`config.mk`:
```
export PLATFORM = sky130hd
export DESIGN_NAME = weighted_node_min_list
export DESIGN_NICKNAME = d
export VERILOG_FILES = /design/src/rtl/wnml_pkg.sv /design/src/rtl/wnml_ram.sv /design/src/rtl/weighted_node_min_list.sv
export SDC_FILE = /design/constraint.sdc
export NUM_CORES = 2
export LEC_CHECK = 0
export ABC_AREA = 1
export BUFFER_PORTS_ARGS = -buffer_cell sky130_fd_sc_hd__buf_2
export CORE_ASPECT_RATIO = 1.1
export CORE_MARGIN = 2
export CORE_UTILIZATION = 45
export CTS_CLUSTER_DIAMETER = 30
export DETAILED_ROUTE_END_ITERATION = 8
export PLACE_DENSITY = 0.69
export SLEW_MARGIN = 20
export SYNTH_ARGS = -nofsm -noshare
export SYNTH_HDL_FRONTEND = slang
export SYNTH_SLANG_ARGS = --single-unit
```
`constraint.sdc`:
```
create_clock -name clk -period 7 [get_ports clk]
set_input_delay 1.4 -clock clk [delete_from_list [all_inputs] [get_ports clk]]
set_output_delay 1.4 -clock clk [all_outputs]
set_load 0.05 [all_outputs]
```
`src/rtl/wnml_pkg.sv`:
```
// Shared types, constants and helpers of the weighted node min list.
package wnml_pkg;

  localparam int ENTRIES      = 64;
  localparam int NODE_ID_BITS = 16;

  localparam int IDX_W       = $clog2(ENTRIES);
  localparam int COUNT_W     = $clog2(ENTRIES + 1);
  localparam int NODE_PORT_W = 16;
  localparam int WEIGHT_W    = 32;
  localparam int LEN_W       = 7;
  localparam int STORE_W     = (NODE_ID_BITS < NODE_PORT_W) ? NODE_ID_BITS : NODE_PORT_W;

  localparam logic signed [WEIGHT_W-1:0] W_MAX  = {1'b0, {(WEIGHT_W-1){1'b1}}};
  localparam logic signed [WEIGHT_W-1:0] W_NONE = '1;

  typedef enum logic [2:0] {
    OP_INSERT = 3'd0,
    OP_REMOVE = 3'd1,
    OP_QUERY  = 3'd2,
    OP_SET    = 3'd3,
    OP_MIN    = 3'd4,
    OP_COUNT  = 3'd5,
    OP_CLEAR  = 3'd6
  } op_t;

  typedef enum logic [1:0] {
    ST_OK        = 2'd0,
    ST_FULL      = 2'd1,
    ST_NOT_FOUND = 2'd2
  } status_t;

  typedef enum logic [1:0] {
    S_IDLE,
    S_START,
    S_WALK,
    S_DONE
  } state_t;

  typedef struct packed {
    logic [STORE_W-1:0]         node;
    logic signed [WEIGHT_W-1:0] weight;
    logic [IDX_W-1:0]           link;
  } entry_t;

  // Lowest set bit of the free mask.
  function automatic logic [IDX_W-1:0] lowest_free(input logic [ENTRIES-1:0] mask);
    logic [IDX_W-1:0] idx;
    idx = '0;
    for (int i = ENTRIES - 1; i >= 0; i--) begin
      if (mask[i]) begin
        idx = IDX_W'(i);
      end
    end
    return idx;
  endfunction

endpackage

```
`src/rtl/wnml_ram.sv`:
```
// Generic single write port, single read port RAM with registered read.
module wnml_ram #(
  parameter int WIDTH = 8,
  parameter int DEPTH = 16
) (
  input  logic                     clk,
  input  logic                     we,
  input  logic [$clog2(DEPTH)-1:0] waddr,
  input  logic [WIDTH-1:0]         wdata,
  input  logic [$clog2(DEPTH)-1:0] raddr,
  output logic [WIDTH-1:0]         rdata
);

  logic [WIDTH-1:0] mem_r [DEPTH];
  logic [WIDTH-1:0] rdata_r;

  always_ff @(posedge clk) begin
    if (we) begin
      mem_r[waddr] <= wdata;
    end
    rdata_r <= mem_r[raddr];
  end

  assign rdata = rdata_r;

endmodule

```
`src/rtl/weighted_node_min_list.sv`:
```
// Weighted node min list: linked list of node ids with weights, held in one RAM.
//
// Input channel (in_valid/in_ready) takes one request: opcode, node id, weight.
// Result channel (out_valid/out_ready) returns exactly one result per request:
// found flag, node, weight, list length after the request, and status.
// Lookups walk the linked entries newest first, one RAM read per cycle with
// the read registered in the RAM, so their time is set by that port:
//   insert, count, clear, or an empty list: no walk, straight to the result;
//   remove, query, set weight: the walk stops at the newest match;
//   find min, or a lookup that misses: the walk covers the whole list.
// Requests are taken one at a time; in_ready is high only between requests.
// The next request is accepted the cycle after a result is loaded. The result
// sits in an output register, so the next request is accepted while a result
// still waits; a stalled receiver holds the block once a second result is
// ready. Reset empties the list (all slots free, length zero); RAM contents
// are left as they are and are never used before being written.
module weighted_node_min_list
  import wnml_pkg::*;
(
  input  logic                       clk,
  input  logic                       rst_n,
  input  logic                       in_valid,
  output logic                       in_ready,
  input  logic [2:0]                 in_opcode,
  input  logic [NODE_PORT_W-1:0]     in_node_id,
  input  logic signed [WEIGHT_W-1:0] in_weight_in,
  output logic                       out_valid,
  input  logic                       out_ready,
  output logic                       out_found,
  output logic [NODE_PORT_W-1:0]     out_node_out,
  output logic signed [WEIGHT_W-1:0] out_weight_out,
  output logic [LEN_W-1:0]           out_length,
  output logic [1:0]                 out_status
);

  state_t state_r, state_nxt;

  logic [IDX_W-1:0]           head_r, head_nxt;
  logic [COUNT_W-1:0]         count_r, count_nxt;
  logic [ENTRIES-1:0]         free_r, free_nxt;
  logic [IDX_W-1:0]           cur_r, cur_nxt;
  logic [IDX_W-1:0]           prev_r, prev_nxt;
  logic                       prev_valid_r, prev_valid_nxt;
  logic [STORE_W-1:0]         prev_node_r, prev_node_nxt;
  logic signed [WEIGHT_W-1:0] prev_weight_r, prev_weight_nxt;
  logic [COUNT_W-1:0]         steps_r, steps_nxt;
  op_t                        op_r, op_nxt;
  logic [STORE_W-1:0]         id_r, id_nxt;
  logic signed [WEIGHT_W-1:0] win_r, win_nxt;
  logic signed [WEIGHT_W-1:0] best_r, best_nxt;
  logic [STORE_W-1:0]         best_node_r, best_node_nxt;
  logic                       res_found_r, res_found_nxt;
  logic [STORE_W-1:0]         res_node_r, res_node_nxt;
  logic signed [WEIGHT_W-1:0] res_weight_r, res_weight_nxt;
  status_t                    res_status_r, res_status_nxt;

  logic                       out_valid_r, out_valid_nxt;
  logic                       out_found_r, out_found_nxt;
  logic [NODE_PORT_W-1:0]     out_node_r, out_node_nxt;
  logic signed [WEIGHT_W-1:0] out_weight_r, out_weight_nxt;
  logic [LEN_W-1:0]           out_length_r, out_length_nxt;
  status_t                    out_status_r, out_status_nxt;

  logic                    ram_we;
  logic [IDX_W-1:0]        ram_waddr;
  entry_t                  ram_wdata;
  logic [IDX_W-1:0]        ram_raddr;
  logic [$bits(entry_t)-1:0] ram_rdata;
  entry_t                  rd_entry;

  logic             is_lookup;
  logic             walk_hit;
  logic             walk_last;
  logic             walk_done;
  logic             min_better;
  logic             any_free;
  logic [IDX_W-1:0] slot;
  logic             full;
  logic             out_free;

  wnml_ram #(
    .WIDTH($bits(entry_t)),
    .DEPTH(ENTRIES)
  ) u_ram (
    .clk  (clk),
    .we   (ram_we),
    .waddr(ram_waddr),
    .wdata(ram_wdata),
    .raddr(ram_raddr),
    .rdata(ram_rdata)
  );

  assign rd_entry   = ram_rdata;
  assign is_lookup  = (op_r == OP_REMOVE) || (op_r == OP_QUERY) || (op_r == OP_SET);
  assign walk_hit   = is_lookup && (rd_entry.node == id_r);
  assign walk_last  = (COUNT_W'(steps_r + COUNT_W'(1)) == count_r);
  assign walk_done  = walk_hit || walk_last;
  assign min_better = (rd_entry.weight > 0) && (rd_entry.weight < best_r);
  assign any_free   = |free_r;
  assign slot       = lowest_free(free_r);
  assign full       = (count_r >= COUNT_W'(ENTRIES)) || !any_free;
  assign out_free   = !out_valid_r || out_ready;

  // Next state
  always_comb begin
    state_nxt = state_r;
    case (state_r)
      S_IDLE: begin
        if (in_valid) begin
          state_nxt = S_START;
        end
      end
      S_START: begin
        if ((is_lookup || op_r == OP_MIN) && count_r != '0) begin
          state_nxt = S_WALK;
        end else begin
          state_nxt = S_DONE;
        end
      end
      S_WALK: begin
        if (walk_done) begin
          state_nxt = S_DONE;
        end
      end
      S_DONE: begin
        if (out_free) begin
          state_nxt = S_IDLE;
        end
      end
      default: state_nxt = S_IDLE;
    endcase
  end

  // RAM access and handshake
  always_comb begin
    in_ready  = (state_r == S_IDLE);
    ram_raddr = (state_r == S_WALK) ? rd_entry.link : head_r;
    ram_we    = 1'b0;
    ram_waddr = cur_r;
    ram_wdata = rd_entry;
    case (state_r)
      S_START: begin
        if (op_r == OP_INSERT && !full) begin
          ram_we    = 1'b1;
          ram_waddr = slot;
          ram_wdata = '{node: id_r, weight: W_NONE, link: head_r};
        end
      end
      S_WALK: begin
        if (walk_hit && op_r == OP_SET) begin
          ram_we    = 1'b1;
          ram_waddr = cur_r;
          ram_wdata = '{node: rd_entry.node, weight: win_r, link: rd_entry.link};
        end else if (walk_hit && op_r == OP_REMOVE && prev_valid_r) begin
          // unlink: point the entry before the match past it
          ram_we    = 1'b1;
          ram_waddr = prev_r;
          ram_wdata = '{node: prev_node_r, weight: prev_weight_r, link: rd_entry.link};
        end
      end
      default: begin
        ram_we = 1'b0;
      end
    endcase
  end

  // Datapath
  always_comb begin
    head_nxt        = head_r;
    count_nxt       = count_r;
    free_nxt        = free_r;
    cur_nxt         = cur_r;
    prev_nxt        = prev_r;
    prev_valid_nxt  = prev_valid_r;
    prev_node_nxt   = prev_node_r;
    prev_weight_nxt = prev_weight_r;
    steps_nxt       = steps_r;
    op_nxt          = op_r;
    id_nxt          = id_r;
    win_nxt         = win_r;
    best_nxt        = best_r;
    best_node_nxt   = best_node_r;
    res_found_nxt   = res_found_r;
    res_node_nxt    = res_node_r;
    res_weight_nxt  = res_weight_r;
    res_status_nxt  = res_status_r;
    out_valid_nxt   = out_valid_r;
    out_found_nxt   = out_found_r;
    out_node_nxt    = out_node_r;
    out_weight_nxt  = out_weight_r;
    out_length_nxt  = out_length_r;
    out_status_nxt  = out_status_r;

    if (out_valid_r && out_ready) begin
      out_valid_nxt = 1'b0;
    end

    case (state_r)
      S_IDLE: begin
        if (in_valid) begin
          op_nxt  = op_t'(in_opcode);
          id_nxt  = in_node_id[STORE_W-1:0];
          win_nxt = in_weight_in;
        end
      end
      S_START: begin
        res_found_nxt  = 1'b0;
        res_node_nxt   = '0;
        res_weight_nxt = W_NONE;
        res_status_nxt = ST_OK;
        cur_nxt        = head_r;
        prev_valid_nxt = 1'b0;
        steps_nxt      = '0;
        best_nxt       = W_MAX;
        best_node_nxt  = '0;
        case (op_r)
          OP_INSERT: begin
            if (full) begin
              res_status_nxt = ST_FULL;
            end else begin
              free_nxt[slot] = 1'b0;
              head_nxt       = slot;
              count_nxt      = COUNT_W'(count_r + COUNT_W'(1));
            end
          end
          OP_REMOVE, OP_QUERY, OP_SET: begin
            if (count_r == '0) begin
              res_status_nxt = ST_NOT_FOUND;
            end
          end
          OP_CLEAR: begin
            head_nxt  = '0;
            count_nxt = '0;
            free_nxt  = '1;
          end
          default: begin
            res_status_nxt = ST_OK;
          end
        endcase
      end
      S_WALK: begin
        if (walk_hit) begin
          res_found_nxt = 1'b1;
          case (op_r)
            OP_SET: begin
              res_weight_nxt = win_r;
            end
            OP_REMOVE: begin
              res_weight_nxt = rd_entry.weight;
              if (!prev_valid_r) begin
                head_nxt = rd_entry.link;
              end
              free_nxt[cur_r] = 1'b1;
              count_nxt       = COUNT_W'(count_r - COUNT_W'(1));
            end
            default: begin
              res_weight_nxt = rd_entry.weight;
            end
          endcase
        end else begin
          if (op_r == OP_MIN && min_better) begin
            best_nxt      = rd_entry.weight;
            best_node_nxt = rd_entry.node;
            res_found_nxt = 1'b1;
          end
          if (walk_last) begin
            if (op_r == OP_MIN) begin
              // fold in the last entry before reporting
              if (min_better) begin
                res_weight_nxt = rd_entry.weight;
                res_node_nxt   = rd_entry.node;
              end else if (res_found_r) begin
                res_weight_nxt = best_r;
                res_node_nxt   = best_node_r;
              end
            end else begin
              res_status_nxt = ST_NOT_FOUND;
            end
          end else begin
            // advance to the next linked entry
            prev_nxt        = cur_r;
            prev_valid_nxt  = 1'b1;
            prev_node_nxt   = rd_entry.node;
            prev_weight_nxt = rd_entry.weight;
            cur_nxt         = rd_entry.link;
            steps_nxt       = COUNT_W'(steps_r + COUNT_W'(1));
          end
        end
      end
      S_DONE: begin
        if (out_free) begin
          out_valid_nxt  = 1'b1;
          out_found_nxt  = res_found_r;
          out_node_nxt   = NODE_PORT_W'(res_node_r);
          out_weight_nxt = res_weight_r;
          out_length_nxt = LEN_W'(count_r);
          out_status_nxt = res_status_r;
        end
      end
      default: begin
        out_valid_nxt = out_valid_r;
      end
    endcase
  end

  always_ff @(posedge clk) begin
    if (!rst_n) begin
      state_r     <= S_IDLE;
      head_r      <= '0;
      count_r     <= '0;
      free_r      <= '1;
      out_valid_r <= 1'b0;
    end else begin
      state_r     <= state_nxt;
      head_r      <= head_nxt;
      count_r     <= count_nxt;
      free_r      <= free_nxt;
      out_valid_r <= out_valid_nxt;
    end
  end

  always_ff @(posedge clk) begin
    cur_r         <= cur_nxt;
    prev_r        <= prev_nxt;
    prev_valid_r  <= prev_valid_nxt;
    prev_node_r   <= prev_node_nxt;
    prev_weight_r <= prev_weight_nxt;
    steps_r       <= steps_nxt;
    op_r          <= op_nxt;
    id_r          <= id_nxt;
    win_r         <= win_nxt;
    best_r        <= best_nxt;
    best_node_r   <= best_node_nxt;
    res_found_r   <= res_found_nxt;
    res_node_r    <= res_node_nxt;
    res_weight_r  <= res_weight_nxt;
    res_status_r  <= res_status_nxt;
    out_found_r   <= out_found_nxt;
    out_node_r    <= out_node_nxt;
    out_weight_r  <= out_weight_nxt;
    out_length_r  <= out_length_nxt;
    out_status_r  <= out_status_nxt;
  end

  assign out_valid      = out_valid_r;
  assign out_found      = out_found_r;
  assign out_node_out   = out_node_r;
  assign out_weight_out = out_weight_r;
  assign out_length     = out_length_r;
  assign out_status     = out_status_r;

endmodule

```
==> out/qor.txt <==
most common cell after layout, fill and taps aside = edfxtp_1
Final Skew = 55.6 ps
worst setup path end = u_ram.mem_r[46][7]$_DFFE_PP_
Worst R2R Setup Slack = 1000 ps
first-pass GRT wire length = 678000 um
Fin Setup TNS = 0 ps
CTS Hold Bufs = 0
TritonCTS Buffers = 572
number of max-cap violations = 0
R2R depth = 71
largest net degree at the start of global routing = 157
initial core utilization = 45.2%
critical path capture point type = flip-flop
crit-path max FO = 23
Yosys top cell by area = edfxtp_1
ys async rst share = 0%
Iter 0 DRT Violations = 17800
Final Hold Vio Count = 0
port bufs = 114
CP max-delay cell = nor2_4
EDFF count, synth = 3732
Detail Route met3 WL = 60100 um
Yosys top cell area share = 72.6%
WP data required = 7580 ps
vias in the first global route = 100000
Ports = 115
Max Clock Freq = 167 MHz
critical path launch point type = flip-flop
global-route usage over all layers = 26.0%
Detail Route Antenna Nets = 0
share of cells above drive strength 1 = 12.5%
wl on met1 = 173000 um
Setup CP Type = reg2reg
Hold Path Class = reg2reg
Synth Net Count = 12300
# Post-CTS Setup Buffers = 0
Die Y-Extent = 618 um
DRT Wirelength = 467000 um
clock sink total = 3866
metal2 WL = 215000 um
outcome = finished, final reports clean
max incr delay on CP = 550 ps
GR Overflow Total = 0
initial antenna violation count = 33
RSZ-0062 raised after global routing = false
r2r endpoint = u_ram.mem_r[46][7]$_DFFE_PP_
DRC viols = 0
hold slack final = 406 ps
clock slew at reported path FFs = 60 ps
Post-Syn Area = 154000 sq um
worst-skew pair later-pin latency = 950 ps
uppermost layer routed = met5
Yosys Warn Count = 0
drt wl/cell = 26.8 um
CP Launch Point = free_r[62]$_SDFFE_PN1P_
max-slew violations = 0
Finish-stage setup viols = 0
worst-margin pin slew = 1180 ps
Worst Min Path Start = res_weight_r[22]$_SDFFCE_PN1P_
CORE AREA = 341000 sq um
utilization after layout = 53.3%
P&R area growth vs syn = 17.9%
full die area = 348000 sq um
most frequent cells in the layout = 3732 x edfxtp_1, 2250 x nor2_1, 2245 x o21ai_0
Vias/cell = 6.17
Detail Placement HPWL = 268000 um
H-Tree Depth = 6
Unique masters post-synth = 50
CTS tree = yes
Pre-antenna DRT Iters = 7
Final period util = 85.7%
Synth area leaders = edfxtp_1 73%, o21ai_0 7.3%, nor2_1 5.6%
# rows = 225
global placer's final weighted congestion = 0.885
vias post-DR = 107000
final net count = 12500
Synth Flop Type = edfxtp_1
Die W = 563 um
Post-Syn Instances = 12200
Max Buffers Root-to-Sink = 4
most frequent CP cell = nand2_1
Avg Inst Size Synth = 12.6 sq um
Final min period = 6000 ps
Resized cells post-CTS = 0
count of state elements after synthesis = 3866
Rel. slew slack = 21.0%
sequential fraction of the synthesis area = 74.3%
Root Driver = clkbuf_16
reg-to-reg startpoint = free_r[62]$_SDFFE_PN1P_
worst path arrival time = 6570 ps
## stage by stage
step           area [sq um]  worst slack, ps  instances
6_report             182000             1000      17400
5_1_grt              182000              351      17400
4_1_cts              182000             1010      17400
3_5_place_dp         162000             1010      16400
3_3_place_gp         162000              609      16400
2_1_floorplan        154000              645      12200
## cell usage after synthesis, types with 2 or more instances
library cell,number
nand2_2,2
o22ai_1,784
o2111ai_1,3
or2_2,5
nand3_1,280
inv_1,244
nor2_1,2317
nor4_1,7
a31oi_1,54
nand3b_1,3
a32o_1,2
nor2_2,2
dfxtp_1,134
buf_1,50
a21oi_1,197
nor3_1,31
nand4_1,30
a2111oi_0,2
clkinv_1,4
o21bai_1,3
ha_1,38
o211ai_1,74
o311ai_0,2
o21ai_0,2247
edfxtp_1,3732
a22oi_1,32
nand3_4,4
nand2_1,777
buf_2,5
o221ai_1,286
a221oi_1,3
o32ai_1,6
clkbuf_1,818
xor2_1,22
inv_2,9
o31ai_1,3
a211oi_1,3
nand2_4,7
xnor2_1,5
## metal layers
layer,vias up,track usage (%)
li1,46100,-
met2,7494,40.5
met3,1102,6.17
met4,22,10.6
met5,-,0
met1,52700,35.2
## flip-flops by register name, summed over array words and instances, names as in the netlist, 32 cells and up
register        flops
u_ram.mem_r      3456
free_r             64
u_ram.rdata        54
best_r             32
out_weight_out     32
prev_weight_r      32
res_weight_r       32
win_r              32
## cell type report
cell class | instances | area [sq um]
antenna | 5 | 12.5
clock buffer | 639 | 14900
clock inverter | 407 | 4800
fill | 27200 | 159000
inverter | 257 | 1000
multi-input combinational | 7242 | 36700
sequential | 3866 | 115000
tap | 4540 | 5680
timing repair buffer | 472 | 4220
## cells by family (layout without fill, tap and decap cells)
logic type / count (synthesis) / count (layout) / share of synthesized area (%)
flip-flops: 3866 / 3866 / 74.3
AO/OA/AOI/OAI: 3708 / 3708 / 13.6
AND/OR/NAND/NOR: 3469 / 3469 / 8.85
XOR/XNOR: 27 / 27 / 0.153
adder cells (fa/ha/maj): 38 / 38 / 0.308
buffers and inverters: 1130 / 1775 / 2.75
other: 0 / 5 / 0
## critical path: cells and delay by family (launching register included)
| kind | cells | cell delay, ps |
|---|---|---|
| flops | 1 | 370 |
| buf+inv | 2 | 500 |
| simple gates | 69 | 4770 |
## worst min-delay path by stage
stage / cells after the start / end
final: 0 / out_weight_out[22]$_DFFE_PP_
after global routing: 0 / out_weight_out[22]$_DFFE_PP_
after CTS: 0 / out_weight_out[18]$_DFFE_PP_
after detailed placement: 0 / out_node_out[1]$_DFFE_PP_
after global placement: 0 / out_node_out[14]$_DFFE_PP_
after floorplan: 0 / out_node_out[0]$_DFFE_PP_
Power is not shown: default switching activity piles up to over one toggle a cycle in this logic, so the estimate is an artifact.
